### src/encoder_velocity_estimator_top_defines.svh
// Assertion macros used by the encoder velocity estimator controller
`ifndef ENCODER_VELOCITY_ESTIMATOR_TOP_DEFINES_SVH
`define ENCODER_VELOCITY_ESTIMATOR_TOP_DEFINES_SVH

// same-cycle implication, sampled on clk, off during rst
`define EVE_ASSERT_IMP(label, ante, cons, msg) \
  label: assert property (@(posedge clk) disable iff (rst) (ante) |-> (cons)) \
    else $error(msg);

// next-cycle implication, sampled on clk, off during rst
`define EVE_ASSERT_NXT(label, ante, cons, msg) \
  label: assert property (@(posedge clk) disable iff (rst) (ante) |=> (cons)) \
    else $error(msg);

`endif

### src/eve_pkg.sv
// Shared constants, register codes and control structs of the velocity estimator
`timescale 1ns / 1ps

package eve_pkg;

  localparam int TIME_WIDTH      = 32;
  localparam int COUNT_WIDTH     = 32;
  localparam int CPR_WIDTH       = 16;
  localparam int VEL_WIDTH       = 25;
  localparam int FRAC_BITS       = 16;
  localparam int INT_BITS        = 8;
  localparam int SCALE_WIDTH     = 20;
  localparam int LIM_SCALE_WIDTH = 13;
  localparam int Q_WIDTH         = COUNT_WIDTH + SCALE_WIDTH;
  localparam int CMP_WIDTH       = CPR_WIDTH + TIME_WIDTH;
  localparam int DIV_WIDTH       = TIME_WIDTH;
  localparam int DIV1_STEPS      = Q_WIDTH / 2;
  localparam int DIV2_STEPS      = (INT_BITS + FRAC_BITS) / 2;
  localparam int STEP_WIDTH      = $clog2(DIV1_STEPS);
  localparam int CFG_INDEX_WIDTH = 2;
  localparam int CFG_DATA_WIDTH  = 32;

  localparam logic [SCALE_WIDTH-1:0]     US_PER_S    = SCALE_WIDTH'(1000000);
  localparam logic [LIM_SCALE_WIDTH-1:0] LIMIT_SCALE = LIM_SCALE_WIDTH'(6000);

  localparam logic [CPR_WIDTH-1:0]  CPR_RESET   = CPR_WIDTH'(1024);
  localparam logic [TIME_WIDTH-1:0] STALL_RESET = TIME_WIDTH'(50000);

  localparam logic [VEL_WIDTH-1:0] VEL_MAX = {1'b0, {(VEL_WIDTH-1){1'b1}}};
  localparam logic [VEL_WIDTH-1:0] VEL_MIN = {1'b1, {(VEL_WIDTH-1){1'b0}}};

  typedef enum logic [CFG_INDEX_WIDTH-1:0] {
    CFG_COUNTS_PER_REV    = 2'd0,
    CFG_REVERSE_DIRECTION = 2'd1,
    CFG_STALL_TIMEOUT     = 2'd2
  } cfg_reg_t;

  typedef struct packed {
    logic load_input;
    logic delta;
    logic mag;
    logic mul;
    logic check;
    logic div_step;
    logic sat;
    logic upd;
    logic load_result;
  } eve_cmd_t;

  typedef struct packed {
    logic reject;
    logic elapsed_zero;
    logic mag_zero;
    logic saturate;
  } eve_sts_t;

endpackage

### src/encoder_velocity_estimator_top.sv
// Top level of the encoder velocity estimator.
// Each request (timestamp_us, raw_count) yields one result with the running position, the
// signed Q8.16 velocity in revolutions per second and a rejection flag. A request whose
// count changes plausibly and whose time since the last count change is nonzero passes the
// delta, magnitude, multiply and check states, first division, saturation check, second
// division (skipped when the velocity clips), update and done; an accepted request with no
// count change goes from check to update; a rejected one, or one with no elapsed time, from
// check to done. Each waits in done while an earlier result is stalled. The long path is set
// by one shared restoring divider retiring two quotient bits a cycle, first for the count
// scaling by counts per revolution, then for the division by elapsed time. The result sits
// in an output register, so the next request is taken while it waits. Configuration writes
// are always ready and belong in idle periods only. No clearing pass follows reset.
`timescale 1ns / 1ps

module encoder_velocity_estimator_top import eve_pkg::*; (
  input  logic                           clk,
  input  logic                           rst,
  input  logic                           sample_valid,
  output logic                           sample_stall,
  input  logic [TIME_WIDTH-1:0]          timestamp_us,
  input  logic signed [COUNT_WIDTH-1:0]  raw_count,
  output logic                           result_valid,
  input  logic                           result_stall,
  output logic signed [COUNT_WIDTH-1:0]  position_count,
  output logic signed [VEL_WIDTH-1:0]    velocity_q16,
  output logic                           sample_rejected,
  input  logic                           cfg_valid,
  output logic                           cfg_ready,
  input  logic [CFG_INDEX_WIDTH-1:0]     cfg_index,
  input  logic [CFG_DATA_WIDTH-1:0]      cfg_data
);

  eve_cmd_t cmd;
  eve_sts_t sts;

  assign cfg_ready = 1'b1;

  eve_ctrl u_ctrl (
    .clk          (clk),
    .rst          (rst),
    .sample_valid (sample_valid),
    .sample_stall (sample_stall),
    .result_valid (result_valid),
    .result_stall (result_stall),
    .cmd          (cmd),
    .sts          (sts)
  );

  eve_datapath u_datapath (
    .clk             (clk),
    .rst             (rst),
    .cmd             (cmd),
    .sts             (sts),
    .cfg_valid       (cfg_valid && cfg_ready),
    .cfg_index       (cfg_index),
    .cfg_data        (cfg_data),
    .timestamp_us    (timestamp_us),
    .raw_count       (raw_count),
    .position_count  (position_count),
    .velocity_q16    (velocity_q16),
    .sample_rejected (sample_rejected)
  );

endmodule

### src/eve_datapath.sv
// Datapath: config registers, tracking state, plausibility check, shared divider
`timescale 1ns / 1ps

module eve_datapath import eve_pkg::*; (
  input  logic                           clk,
  input  logic                           rst,
  input  eve_cmd_t                       cmd,
  output eve_sts_t                       sts,
  input  logic                           cfg_valid,
  input  logic [CFG_INDEX_WIDTH-1:0]     cfg_index,
  input  logic [CFG_DATA_WIDTH-1:0]      cfg_data,
  input  logic [TIME_WIDTH-1:0]          timestamp_us,
  input  logic signed [COUNT_WIDTH-1:0]  raw_count,
  output logic signed [COUNT_WIDTH-1:0]  position_count,
  output logic signed [VEL_WIDTH-1:0]    velocity_q16,
  output logic                           sample_rejected
);

  // configuration
  logic [CPR_WIDTH-1:0]   counts_per_rev;
  logic                   reverse_direction;
  logic [TIME_WIDTH-1:0]  stall_timeout_us;

  // tracking state
  logic [TIME_WIDTH-1:0]  prev_time;
  logic [COUNT_WIDTH-1:0] prev_raw;
  logic [COUNT_WIDTH-1:0] position;
  logic [VEL_WIDTH-1:0]   velocity;
  logic [TIME_WIDTH-1:0]  last_change_time;

  // per-request working registers
  logic [TIME_WIDTH-1:0]  ts_r;
  logic [COUNT_WIDTH-1:0] raw_r;
  logic [TIME_WIDTH-1:0]  dt_r;
  logic                   dt_ok_r;
  logic [COUNT_WIDTH-1:0] gap_r;
  logic [TIME_WIDTH-1:0]  elapsed_r;
  logic                   neg_r;
  logic [COUNT_WIDTH-1:0] mag_r;
  logic                   stall_r;
  logic [CMP_WIDTH-1:0]   cpr_dt_r;
  logic [CMP_WIDTH-1:0]   mag_lim_r;
  logic [Q_WIDTH-1:0]     scaled_r;
  logic                   rejected_r;
  logic                   sat_r;

  // shared divider
  logic [DIV_WIDTH-1:0]   div_rem;
  logic [Q_WIDTH-1:0]     div_dividend;
  logic [Q_WIDTH-1:0]     div_quot;
  logic [DIV_WIDTH-1:0]   div_divisor;
  logic [DIV_WIDTH-1:0]   step_rem;
  logic [Q_WIDTH-1:0]     step_dividend;
  logic [Q_WIDTH-1:0]     step_quot;
  logic [DIV_WIDTH:0]     trial;

  // combinational helpers
  logic [TIME_WIDTH-1:0]                  dt_diff;
  logic                                   dt_ok;
  logic [CPR_WIDTH+TIME_WIDTH-2:0]        cpr_dt_prod;
  logic [COUNT_WIDTH+LIM_SCALE_WIDTH-1:0] mag_lim_prod;
  logic [Q_WIDTH-1:0]                     scaled_prod;
  logic [Q_WIDTH-1:0]                     sat_bound;
  logic [INT_BITS+FRAC_BITS-1:0]          vel_mag;
  logic [VEL_WIDTH-1:0]                   vel_new;

  assign dt_diff = ts_r - prev_time;
  assign dt_ok   = (dt_diff != '0) && !dt_diff[TIME_WIDTH-1];

  assign cpr_dt_prod  = counts_per_rev * dt_r[TIME_WIDTH-2:0];
  assign mag_lim_prod = mag_r * LIMIT_SCALE;
  assign scaled_prod  = mag_r * US_PER_S;

  // |gap| >= floor(cpr*dt/6000)  <=>  cpr*dt < (|gap|+1)*6000
  assign sts.reject       = !dt_ok_r || (cpr_dt_r < mag_lim_r + CMP_WIDTH'(LIMIT_SCALE));
  assign sts.elapsed_zero = (elapsed_r == '0);
  assign sts.mag_zero     = (mag_r == '0);

  // integer part of q/elapsed reaches 256 exactly when q >= elapsed*256
  assign sat_bound    = Q_WIDTH'(elapsed_r) << INT_BITS;
  assign sts.saturate = (div_quot >= sat_bound);

  assign vel_mag = div_quot[INT_BITS+FRAC_BITS-1:0];

  always_comb begin
    if (sat_r) begin
      vel_new = neg_r ? VEL_MIN : VEL_MAX;
    end else if (neg_r) begin
      vel_new = VEL_WIDTH'(0) - VEL_WIDTH'(vel_mag);
    end else begin
      vel_new = VEL_WIDTH'(vel_mag);
    end
  end

  // two restoring steps per cycle
  always_comb begin
    step_rem      = div_rem;
    step_dividend = div_dividend;
    step_quot     = div_quot;
    trial         = '0;
    for (int i = 0; i < 2; i++) begin
      trial         = {step_rem, step_dividend[Q_WIDTH-1]};
      step_dividend = step_dividend << 1;
      if (trial >= {1'b0, div_divisor}) begin
        step_rem  = DIV_WIDTH'(trial - {1'b0, div_divisor});
        step_quot = {step_quot[Q_WIDTH-2:0], 1'b1};
      end else begin
        step_rem  = trial[DIV_WIDTH-1:0];
        step_quot = {step_quot[Q_WIDTH-2:0], 1'b0};
      end
    end
  end

  always_ff @(posedge clk) begin
    if (rst) begin
      counts_per_rev    <= CPR_RESET;
      reverse_direction <= 1'b0;
      stall_timeout_us  <= STALL_RESET;
      prev_time         <= '0;
      prev_raw          <= '0;
      position          <= '0;
      velocity          <= '0;
      last_change_time  <= '0;
    end else begin
      if (cfg_valid) begin
        unique case (cfg_reg_t'(cfg_index))
          CFG_COUNTS_PER_REV:    counts_per_rev    <= cfg_data[CPR_WIDTH-1:0];
          CFG_REVERSE_DIRECTION: reverse_direction <= cfg_data[0];
          CFG_STALL_TIMEOUT:     stall_timeout_us  <= cfg_data[TIME_WIDTH-1:0];
          default: ;
        endcase
      end
      if (cmd.delta) begin
        prev_time <= ts_r;
        if (dt_ok) begin
          prev_raw <= raw_r;
        end
      end
      if (cmd.check && !sts.reject) begin
        position <= position + gap_r;
      end
      if (cmd.upd) begin
        // no count change: velocity only drops on stall, change time stays
        if (!sts.mag_zero) begin
          velocity         <= stall_r ? '0 : vel_new;
          last_change_time <= ts_r;
        end else if (stall_r) begin
          velocity <= '0;
        end
      end
    end
  end

  always_ff @(posedge clk) begin
    if (cmd.load_input) begin
      ts_r  <= timestamp_us;
      raw_r <= raw_count;
    end
    if (cmd.delta) begin
      dt_r      <= dt_diff;
      dt_ok_r   <= dt_ok;
      gap_r     <= reverse_direction ? prev_raw - raw_r : raw_r - prev_raw;
      elapsed_r <= ts_r - last_change_time;
    end
    if (cmd.mag) begin
      neg_r   <= gap_r[COUNT_WIDTH-1];
      mag_r   <= gap_r[COUNT_WIDTH-1] ? COUNT_WIDTH'(0) - gap_r : gap_r;
      stall_r <= elapsed_r > stall_timeout_us;
    end
    if (cmd.mul) begin
      cpr_dt_r  <= CMP_WIDTH'(cpr_dt_prod);
      mag_lim_r <= CMP_WIDTH'(mag_lim_prod);
      scaled_r  <= scaled_prod;
    end
    if (cmd.check) begin
      rejected_r   <= sts.reject;
      div_rem      <= '0;
      div_dividend <= scaled_r;
      div_quot     <= '0;
      div_divisor  <= DIV_WIDTH'(counts_per_rev);
    end
    if (cmd.div_step) begin
      div_rem      <= step_rem;
      div_dividend <= step_dividend;
      div_quot     <= step_quot;
    end
    if (cmd.sat) begin
      // unless saturated, q < elapsed*256, so q >> 8 is already below the divisor
      sat_r        <= sts.saturate;
      div_rem      <= div_quot[DIV_WIDTH+INT_BITS-1:INT_BITS];
      div_dividend <= {div_quot[INT_BITS-1:0], (Q_WIDTH-INT_BITS)'(0)};
      div_quot     <= '0;
      div_divisor  <= elapsed_r;
    end
    if (cmd.load_result) begin
      position_count  <= position;
      velocity_q16    <= velocity;
      sample_rejected <= rejected_r;
    end
  end

endmodule

### src/eve_ctrl.sv
// Controller: sequences one request through check, divisions and result register
`timescale 1ns / 1ps
`include "encoder_velocity_estimator_top_defines.svh"

module eve_ctrl import eve_pkg::*; (
  input  logic     clk,
  input  logic     rst,
  input  logic     sample_valid,
  output logic     sample_stall,
  output logic     result_valid,
  input  logic     result_stall,
  output eve_cmd_t cmd,
  input  eve_sts_t sts
);

  typedef enum logic [3:0] {
    S_IDLE,
    S_DELTA,
    S_MAG,
    S_MUL,
    S_CHECK,
    S_DIV1,
    S_SAT,
    S_DIV2,
    S_UPD,
    S_DONE
  } state_t;

  state_t                state;
  logic [STEP_WIDTH-1:0] step;
  logic                  result_busy;

  assign sample_stall = (state != S_IDLE);
  assign result_busy  = result_valid && result_stall;

  always_comb begin
    cmd             = '0;
    cmd.load_input  = (state == S_IDLE) && sample_valid;
    cmd.delta       = (state == S_DELTA);
    cmd.mag         = (state == S_MAG);
    cmd.mul         = (state == S_MUL);
    cmd.check       = (state == S_CHECK);
    cmd.div_step    = (state == S_DIV1) || (state == S_DIV2);
    cmd.sat         = (state == S_SAT);
    cmd.upd         = (state == S_UPD);
    cmd.load_result = (state == S_DONE) && !result_busy;
  end

  always_ff @(posedge clk) begin
    if (rst) begin
      state        <= S_IDLE;
      step         <= '0;
      result_valid <= 1'b0;
    end else begin
      if (cmd.load_result) begin
        result_valid <= 1'b1;
      end else if (result_valid && !result_stall) begin
        result_valid <= 1'b0;
      end
      unique case (state)
        S_IDLE:  if (sample_valid) state <= S_DELTA;
        S_DELTA: state <= S_MAG;
        S_MAG:   state <= S_MUL;
        S_MUL:   state <= S_CHECK;
        S_CHECK: begin
          if (sts.reject || sts.elapsed_zero) begin
            state <= S_DONE;
          end else if (sts.mag_zero) begin
            // nothing to divide, only the stall check remains
            state <= S_UPD;
          end else begin
            state <= S_DIV1;
            step  <= STEP_WIDTH'(DIV1_STEPS - 1);
          end
        end
        S_DIV1: begin
          if (step == '0) state <= S_SAT;
          else step <= step - 1'b1;
        end
        S_SAT: begin
          if (sts.saturate) begin
            state <= S_UPD;
          end else begin
            state <= S_DIV2;
            step  <= STEP_WIDTH'(DIV2_STEPS - 1);
          end
        end
        S_DIV2: begin
          if (step == '0) state <= S_UPD;
          else step <= step - 1'b1;
        end
        S_UPD:  state <= S_DONE;
        S_DONE: if (!result_busy) state <= S_IDLE;
        default: state <= S_IDLE;
      endcase
    end
  end

  `EVE_ASSERT_NXT(a_rej, state == S_CHECK && sts.reject, state == S_DONE, "reject in divider")
  `EVE_ASSERT_IMP(a_result_hold, cmd.load_result, !result_busy, "result overwritten")
  `EVE_ASSERT_NXT(a_div1_ends, state == S_DIV1 && step == '0, state == S_SAT, "division overran")
  `EVE_ASSERT_NXT(a_accept, cmd.load_input, state == S_DELTA, "accepted request not started")

endmodule

### config.mk
export PLATFORM = sky130hd
export DESIGN_NAME = encoder_velocity_estimator_top
export DESIGN_NICKNAME = d
export VERILOG_FILES = /design/src/eve_pkg.sv /design/src/encoder_velocity_estimator_top.sv /design/src/eve_datapath.sv /design/src/eve_ctrl.sv
export VERILOG_INCLUDE_DIRS = /design/src /design/src/src
export SDC_FILE = /design/constraint.sdc
export NUM_CORES = 2
export LEC_CHECK = 0
export BUFFER_PORTS_ARGS = -buffer_cell sky130_fd_sc_hd__buf_2
export CORE_UTILIZATION = 65
export CTS_CLUSTER_SIZE = 16
export DETAILED_ROUTE_END_ITERATION = 7
export PLACE_DENSITY_LB_ADDON = 0.15
export REMOVE_ABC_BUFFERS = 1
export SETUP_SLACK_MARGIN = 0.2
export SYNTH_ARGS = -nofsm -noshare
export SYNTH_HDL_FRONTEND = slang
export SYNTH_SLANG_ARGS = --single-unit
### constraint.sdc
create_clock -name clk -period 22.2 [get_ports clk]
set_input_delay 3.33 -clock clk [delete_from_list [all_inputs] [get_ports clk]]
set_output_delay 3.33 -clock clk [all_outputs]
set_load 0.1 [all_outputs]
# Word level (Yosys, flattened, before mapping)
# Cells that the tools add are included.
word_totals:
  regBits: 766
  latchBits: 0
  ram_bits: 0
  mem_bits_ro: 0
  elab_cells: 146
  n_memories: 0
classes:
  addsub: 11
  n_mul: 3
  div: 0
  order_cmp: 5
  n_eq_ne: 20
  shifts: 0
  mux: 37
  n_bitwise: 1
  reduce_logical: 35
op_table:
  columns: ["cell", "n"]
  rows:
  - ["2-to-1 mux 52 bit", 5]
  - ["2-to-1 mux 32 bit", 8]
  - ["subtractor 32 bit", 6]
  - ["2-to-1 mux 25 bit", 6]
  - [">= comparator 33 x 32 -> 1 bit", 2]
  - ["logical NOT 32 bit", 2]
  - [">= comparator 52 x 40 -> 1 bit", 1]
  - ["less-than comparator 47 x 48 -> 1 bit", 1]
  - ["multiplier 16 x 31 -> 47 bit", 1]
  - ["adder 45 x 13 -> 46 bit (second input constant)", 1]
  - ["multiplier 32 x 14 -> 46 bit (second input constant)", 1]
  - ["multiplier 32 x 9 -> 41 bit (second input constant)", 1]
  - ["case mux 4 bit (10 select lines)", 1]
  - ["adder 32 bit", 1]
  - ["greater-than comparator 32 bit", 1]
  - ["nonzero test 32 bit", 1]
  - ["subtractor 1 x 32 -> 32 bit (first input constant)", 1]
  - ["2-to-1 mux 31 bit", 1]
  - ["2-to-1 mux 4 bit", 7]
  - ["subtractor 1 x 24 -> 25 bit (first input constant)", 1]
  - ["2-to-1 mux 5 bit", 4]
  - ["equality test 4 x 3 -> 1 bit (second input constant)", 4]
  - ["!= test 2 bit (second input constant)", 8]
  - ["case mux 5 bit (3 select lines)", 1]
  - ["22 further kinds", 46]

# Depth between registers and ports, before layout
logic_depth:
  ltp_word: 6
  mapped_depth: 28
  ltp_nobuf: 25

# Modules after synthesis
# A second synthesis with hierarchy kept.
unflattened:
  hier_cells: 7491
  hier_area_um2: 70860.5
by_module_without_submodules:
  columns: ["mod", "n_inst", "cells_each", "area_per_inst_um2"]
  rows:
  - ["eve_datapath", 1, 7391, 70116.0]
  - ["eve_ctrl", 1, 98, 733.2]
  - ["encoder_velocity_estimator_top", 1, 2, 11.3]

# Least setup slack after synthesis
# No wires, ideal clock.
synth_timing:
  path_kind: "register to register"
  startpoint: "register u_ctrl.state[0]"
  endpoint: "register u_datapath.cpr_dt_r[10] (enable)"
  setup_ns: 0.980
  arrival_ns: 14.383
  required_ns: 21.220
  path_slack_ns: 6.837
  stages_incl_launch_ff: 5
  path_buffers: 3
  cell_sequence: "dfxtp_1 -> clkbuf_1 -> clkbuf_1 -> clkbuf_1 -> nor4b_1"
synth_between:
  elab_chain_cells: 1
synth_rtl:
  columns: ["item", "line", "source"]
  rows:
  - ["start: declaration", "eve_ctrl.sv:29", "state_t state;"]
  - ["start signal: assignment", "eve_ctrl.sv:51", "state <= S_IDLE;"]
  - ["start signal: assignment", "eve_ctrl.sv:61", "S_IDLE: if (sample_valid) state <= S_DELTA;"]
  - ["start signal: assignment", "eve_ctrl.sv:62", "S_DELTA: state <= S_MAG;"]
  - ["equality test 4 x 2 -> 1 bit", "eve_ctrl.sv:41", "cmd.mul = (state == S_MUL);"]
  - ["end signal: assignment", "eve_datapath.sv:171", "cpr_dt_r <= CMP_WIDTH'(cpr_dt_prod);"]
  - ["end: declaration", "eve_datapath.sv:41", "logic [CMP_WIDTH-1:0] cpr_dt_r;"]
# No other way between the ends.
# A chain may end at the register's enable or synchronous reset.

# Worst setup path after layout
layout_timing:
  startpoint: "register u_datapath.counts_per_rev[6]"
  endpoint: "register u_datapath.cpr_dt_r[46], data pin"
layout_between:
  elab_chain_cells: 1
layout_rtl:
  columns: ["item", "line", "source"]
  rows:
  - ["start: declaration", "eve_datapath.sv:20", "logic [CPR_WIDTH-1:0] counts_per_rev;"]
  - ["start signal: assignment", "eve_datapath.sv:127", "CFG_COUNTS_PER_REV: counts_per_rev <= cfg_data[CPR_WIDTH-1:0];"]
  - ["multiplier 16 x 31 -> 47 bit", "eve_datapath.sv:70", "assign cpr_dt_prod = counts_per_rev * dt_r[TIME_WIDTH-2:0];"]
  - ["via u_datapath.cpr_dt_prod[46]", "eve_datapath.sv:60", "logic [CPR_WIDTH+TIME_WIDTH-2:0] cpr_dt_prod;"]
# The timed path passes the listed nets, and every way through them passes these cells.

==> flow_metrics.env <==
export IMPL_rsz0062_at_grt="false"
export IMPL_ys_seq_area_share_pct=28.0
export IMPL_post_cts_buffers=0
export IMPL_coreArea_um2=107000
export IMPL_syn2layout_area_growth_pct=6.90
export IMPL_startpoint_type="register"
export IMPL_cp_startpoint="u_datapath.counts_per_rev[6]$_SDFFE_PP0P_"
export IMPL_vias_per_cell=5.96
export IMPL_clock_sinks=757
export IMPL_wirelength_um=177000
export IMPL_gp_congestion=0.953
export IMPL_drt_first_pass_iters=6
export IMPL_r2r_start="u_datapath.counts_per_rev[6]$_SDFFE_PP0P_"
export IMPL_hold_viol=0
export IMPL_path_max_fanout=33
export IMPL_die_height_um=331
export IMPL_period_needed_ns=8.02
export IMPL_cts_made_buffers=86
export IMPL_hold_class="reg2reg"
export IMPL_post_route_util_pct=70.2
export IMPL_ctsResizeCount=0
export IMPL_whs_ns=0.432
export IMPL_r2r_end="u_datapath.cpr_dt_r[46]$_DFFE_PP_"
export IMPL_antenna_found_initial=8
export IMPL_r2r_cells=23
export IMPL_grtUsageTotal_pct=32.5
export IMPL_synth_edf_count=455
export IMPL_post_place_ws_ns=14.25
export IMPL_worst_pin_slew_ns=1.42
export IMPL_overflow=0
export IMPL_ys_warn_count=0
export IMPL_final_antenna_net_count=0
export IMPL_wire_per_inst_um=19.7
export IMPL_power_density_nw_per_um2=106
export IMPL_max_cap_viol_count=0
export IMPL_critical_path_class="reg2reg"
export IMPL_status="finished, final reports clean"
export IMPL_cts_hold_buf=0
export IMPL_dpl_hpwl_um=140000
export IMPL_start_util_pct=65.7
export IMPL_setup_viol=0
export IMPL_synth_seq_cells=757
export IMPL_io_pins=164
export IMPL_endpoint_kind="register"
export IMPL_cts_tree="yes"
export IMPL_crit_path_end="u_datapath.cpr_dt_r[46]$_DFFE_PP_"
export IMPL_dp_cells=8838
export IMPL_power_switching_fraction_pct=42.2
export IMPL_grt_pass1_vias=53688
export IMPL_drc_errors=0
export IMPL_clk_pin_slew_ns=0.06
export IMPL_die_w_um=331
export IMPL_worst_skew_pair_late_latency_ns=0.69
export IMPL_fmax_mhz=125
export IMPL_synth_cell_types=109
export IMPL_seqPwrFrac_pct=25.3
export IMPL_setup_slack_ns=14.18
export IMPL_cts_root_buf="clkbuf_16"
export IMPL_irDropWorstVdd_mv=0.129
export IMPL_rows=120
export IMPL_finClkSkew_ns=0.0185
export IMPL_syn_cell_area_um2=70400
export IMPL_instances_no_fill=9001
export IMPL_drt_initial_drc_count=3913
export IMPL_grt_max_degree=104
export IMPL_pwr_share_comb_pct=56.1
export IMPL_max_slew_margin_pct=5.36
export IMPL_async_flop_share_pct=0
export IMPL_power_switching_uw=3370
export IMPL_die_area_um2=110000
export IMPL_via_count=53632
export IMPL_cts_htree_levels=3
export IMPL_clkPwrFrac_pct=18.6
export IMPL_maxSlewViolCount=0
export IMPL_clock_path_buffers=3
export IMPL_required_ns=22.64
export IMPL_synthFlopType="edfxtp_1"
export IMPL_port_buffers=162
export IMPL_leakage_uw=0.0334
export IMPL_drive_gt1_share_pct=6.46
export IMPL_r2r_slack_ns=14.18
export IMPL_final_nets=8990
export IMPL_p_int_uw=4610
export IMPL_setup_tns_final_ns=0
export IMPL_worstPathArrival_ns=8.46
export IMPL_period_share_pct=36.1
export IMPL_grt_first_pass_wirelength_um=284000
export IMPL_fillers=8337
export IMPL_synth_cells=7496
export IMPL_syn_area_per_cell_um2=9.40
==> cells in the final DEF (no fill, tap or decap), types with 20 or more instances in the layout <==
cell,synthesis,final
mux2_2,38,38
nor4_1,45,44
a22oi_1,63,63
a21oi_2,22,22
a21o_1,198,198
xnor2_1,236,236
and2_1,223,222
or3_1,58,58
edfxtp_1,455,455
nor2_1,314,311
buf_2,10,161
inv_1,1153,1152
nand3_1,92,92
fa_1,664,664
o21bai_1,41,41
nor3_1,53,52
ha_1,700,700
o211ai_1,22,22
a21oi_1,470,469
a211oi_1,53,53
clkinv_2,0,20
and3_1,40,40
nor2b_1,47,47
dfxtp_1,302,300
xor2_1,95,95
o21ai_1,61,61
clkbuf_16,0,89
nand2_1,871,871
o31ai_1,26,26
nand4_1,64,64
buf_4,2,59
o21a_1,63,63
mux2i_1,65,65
nand2b_1,56,54
o21ai_0,301,301
a31oi_1,36,36
==> how the worst min path moves through the flow <==
stage,slack [ns],startpoint,cells after the start,endpoint
finish,0.43,u_datapath.velocity[0]$_SDFFE_PP0P_,0,u_datapath.velocity_q16[0]$_DFFE_PP_
global placement,0.42,u_datapath.velocity[8]$_SDFFE_PP0P_,0,u_datapath.velocity_q16[8]$_DFFE_PP_
global route,0.44,u_datapath.velocity[9]$_SDFFE_PP0P_,0,u_datapath.velocity_q16[9]$_DFFE_PP_
floorplan,0.40,u_datapath.rejected_r$_DFFE_PP_,0,u_datapath.sample_rejected$_DFFE_PP_
CTS,0.44,u_datapath.velocity[17]$_SDFFE_PP0P_,0,u_datapath.velocity_q16[17]$_DFFE_PP_
detailed placement,0.41,u_datapath.rejected_r$_DFFE_PP_,0,u_datapath.sample_rejected$_DFFE_PP_
==> critical path, stage by stage, from the launching register on <==
cell       delay [ns]
dfxtp_1          1.09
and2_1           0.28
fa_1             0.39
inv_1            0.09
fa_1             0.41
fa_1             0.50
fa_1             0.49
inv_1            0.05
fa_1             0.55
inv_1            0.06
fa_1             0.54
inv_1            0.04
ha_1             0.35
a21oi_1          0.15
nor2_1           0.06
a2111oi_0        0.64
o21ai_0          0.29
o2111ai_1        0.32
nand4b_1         0.19
a31oi_1          0.44
a211oi_1         0.15
a2111o_1         0.41
a21oi_1          0.19
xnor2_1          0.08
==> per-stage QoR <==
stage	power [uW]	instance area (um^2)
after global routing	8630	75300
after floorplan	5380	69300
after global placement	6400	72400
after CTS	7990	75300
after detailed placement	6470	72400
final	7980	75300
==> power groups by stage <==
stage	sequential (uW)	combinational, uW	clock, uW
after global routing	2030	5040	1550
after detailed placement	2040	4430	0
after CTS	2010	4470	1510
final	2020	4480	1480
after global placement	2040	4360	0
after floorplan	1980	3400	0
==> state kept, by name, indices dropped and copies added, names as in the netlist, 41 cells and up <==
register	flops
u_datapath.div_quot	52
u_datapath.div_dividend	46
u_datapath.scaled_r	45
u_datapath.cpr_dt_r	43
u_datapath.mag_lim_r	41
==> cells in the mapped netlist (61+ instances only) <==
master,instances,share of area (%)
inv_1,1153,6.1
nand2_1,871,4.6
ha_1,700,12
fa_1,664,19
a21oi_1,470,3.3
edfxtp_1,455,19
nor2_1,314,1.7
dfxtp_1,302,8.6
o21ai_0,301,2.1
clkbuf_1,246,1.3
xnor2_1,236,2.9
and2_1,223,2.0
a21o_1,198,2.1
xor2_1,95,1.2
nand3_1,92,0.65
mux2i_1,65,0.92
nand4_1,64,0.57
a22oi_1,63,0.67
o21a_1,63,0.67
o21ai_1,61,0.43
==> routing by layer <==
layer	up-vias	GRT usage, %	wire, um
met2	1785	53.5	83700
met4	6	13.9	8360
li1	25205	-	-
met5	-	0	34
met3	423	5.57	11900
met1	26213	42.4	73300
==> kinds of logic after synthesis <==
| family | Yosys count | synth area share (%) |
|---|---|---|
| DFF | 757 | 28.0 |
| muxes | 103 | 1.53 |
| and+or+nand+nor | 1942 | 13.1 |
| adders and majority gates | 1364 | 31.3 |
| AOI/OAI and AO/OA | 1560 | 14.2 |
| xor gates and xnor gates | 331 | 4.12 |
| buffers and inverters | 1438 | 7.83 |
| other | 1 | 0.00532 |
==> final cells by class <==
class	count	area, um^2	share of cell area (%)
multi-input combinational	5301	45300	60.1
sequential	757	19700	26.2
inverter	1156	4340	5.77
clock buffer	104	2300	3.06
tap	1403	1760	2.33
timing repair buffer	221	1260	1.68
clock inverter	57	642	0.852
antenna	2	5.00	0.00665
No activity file was read; power rests on OpenSTA's default activity.
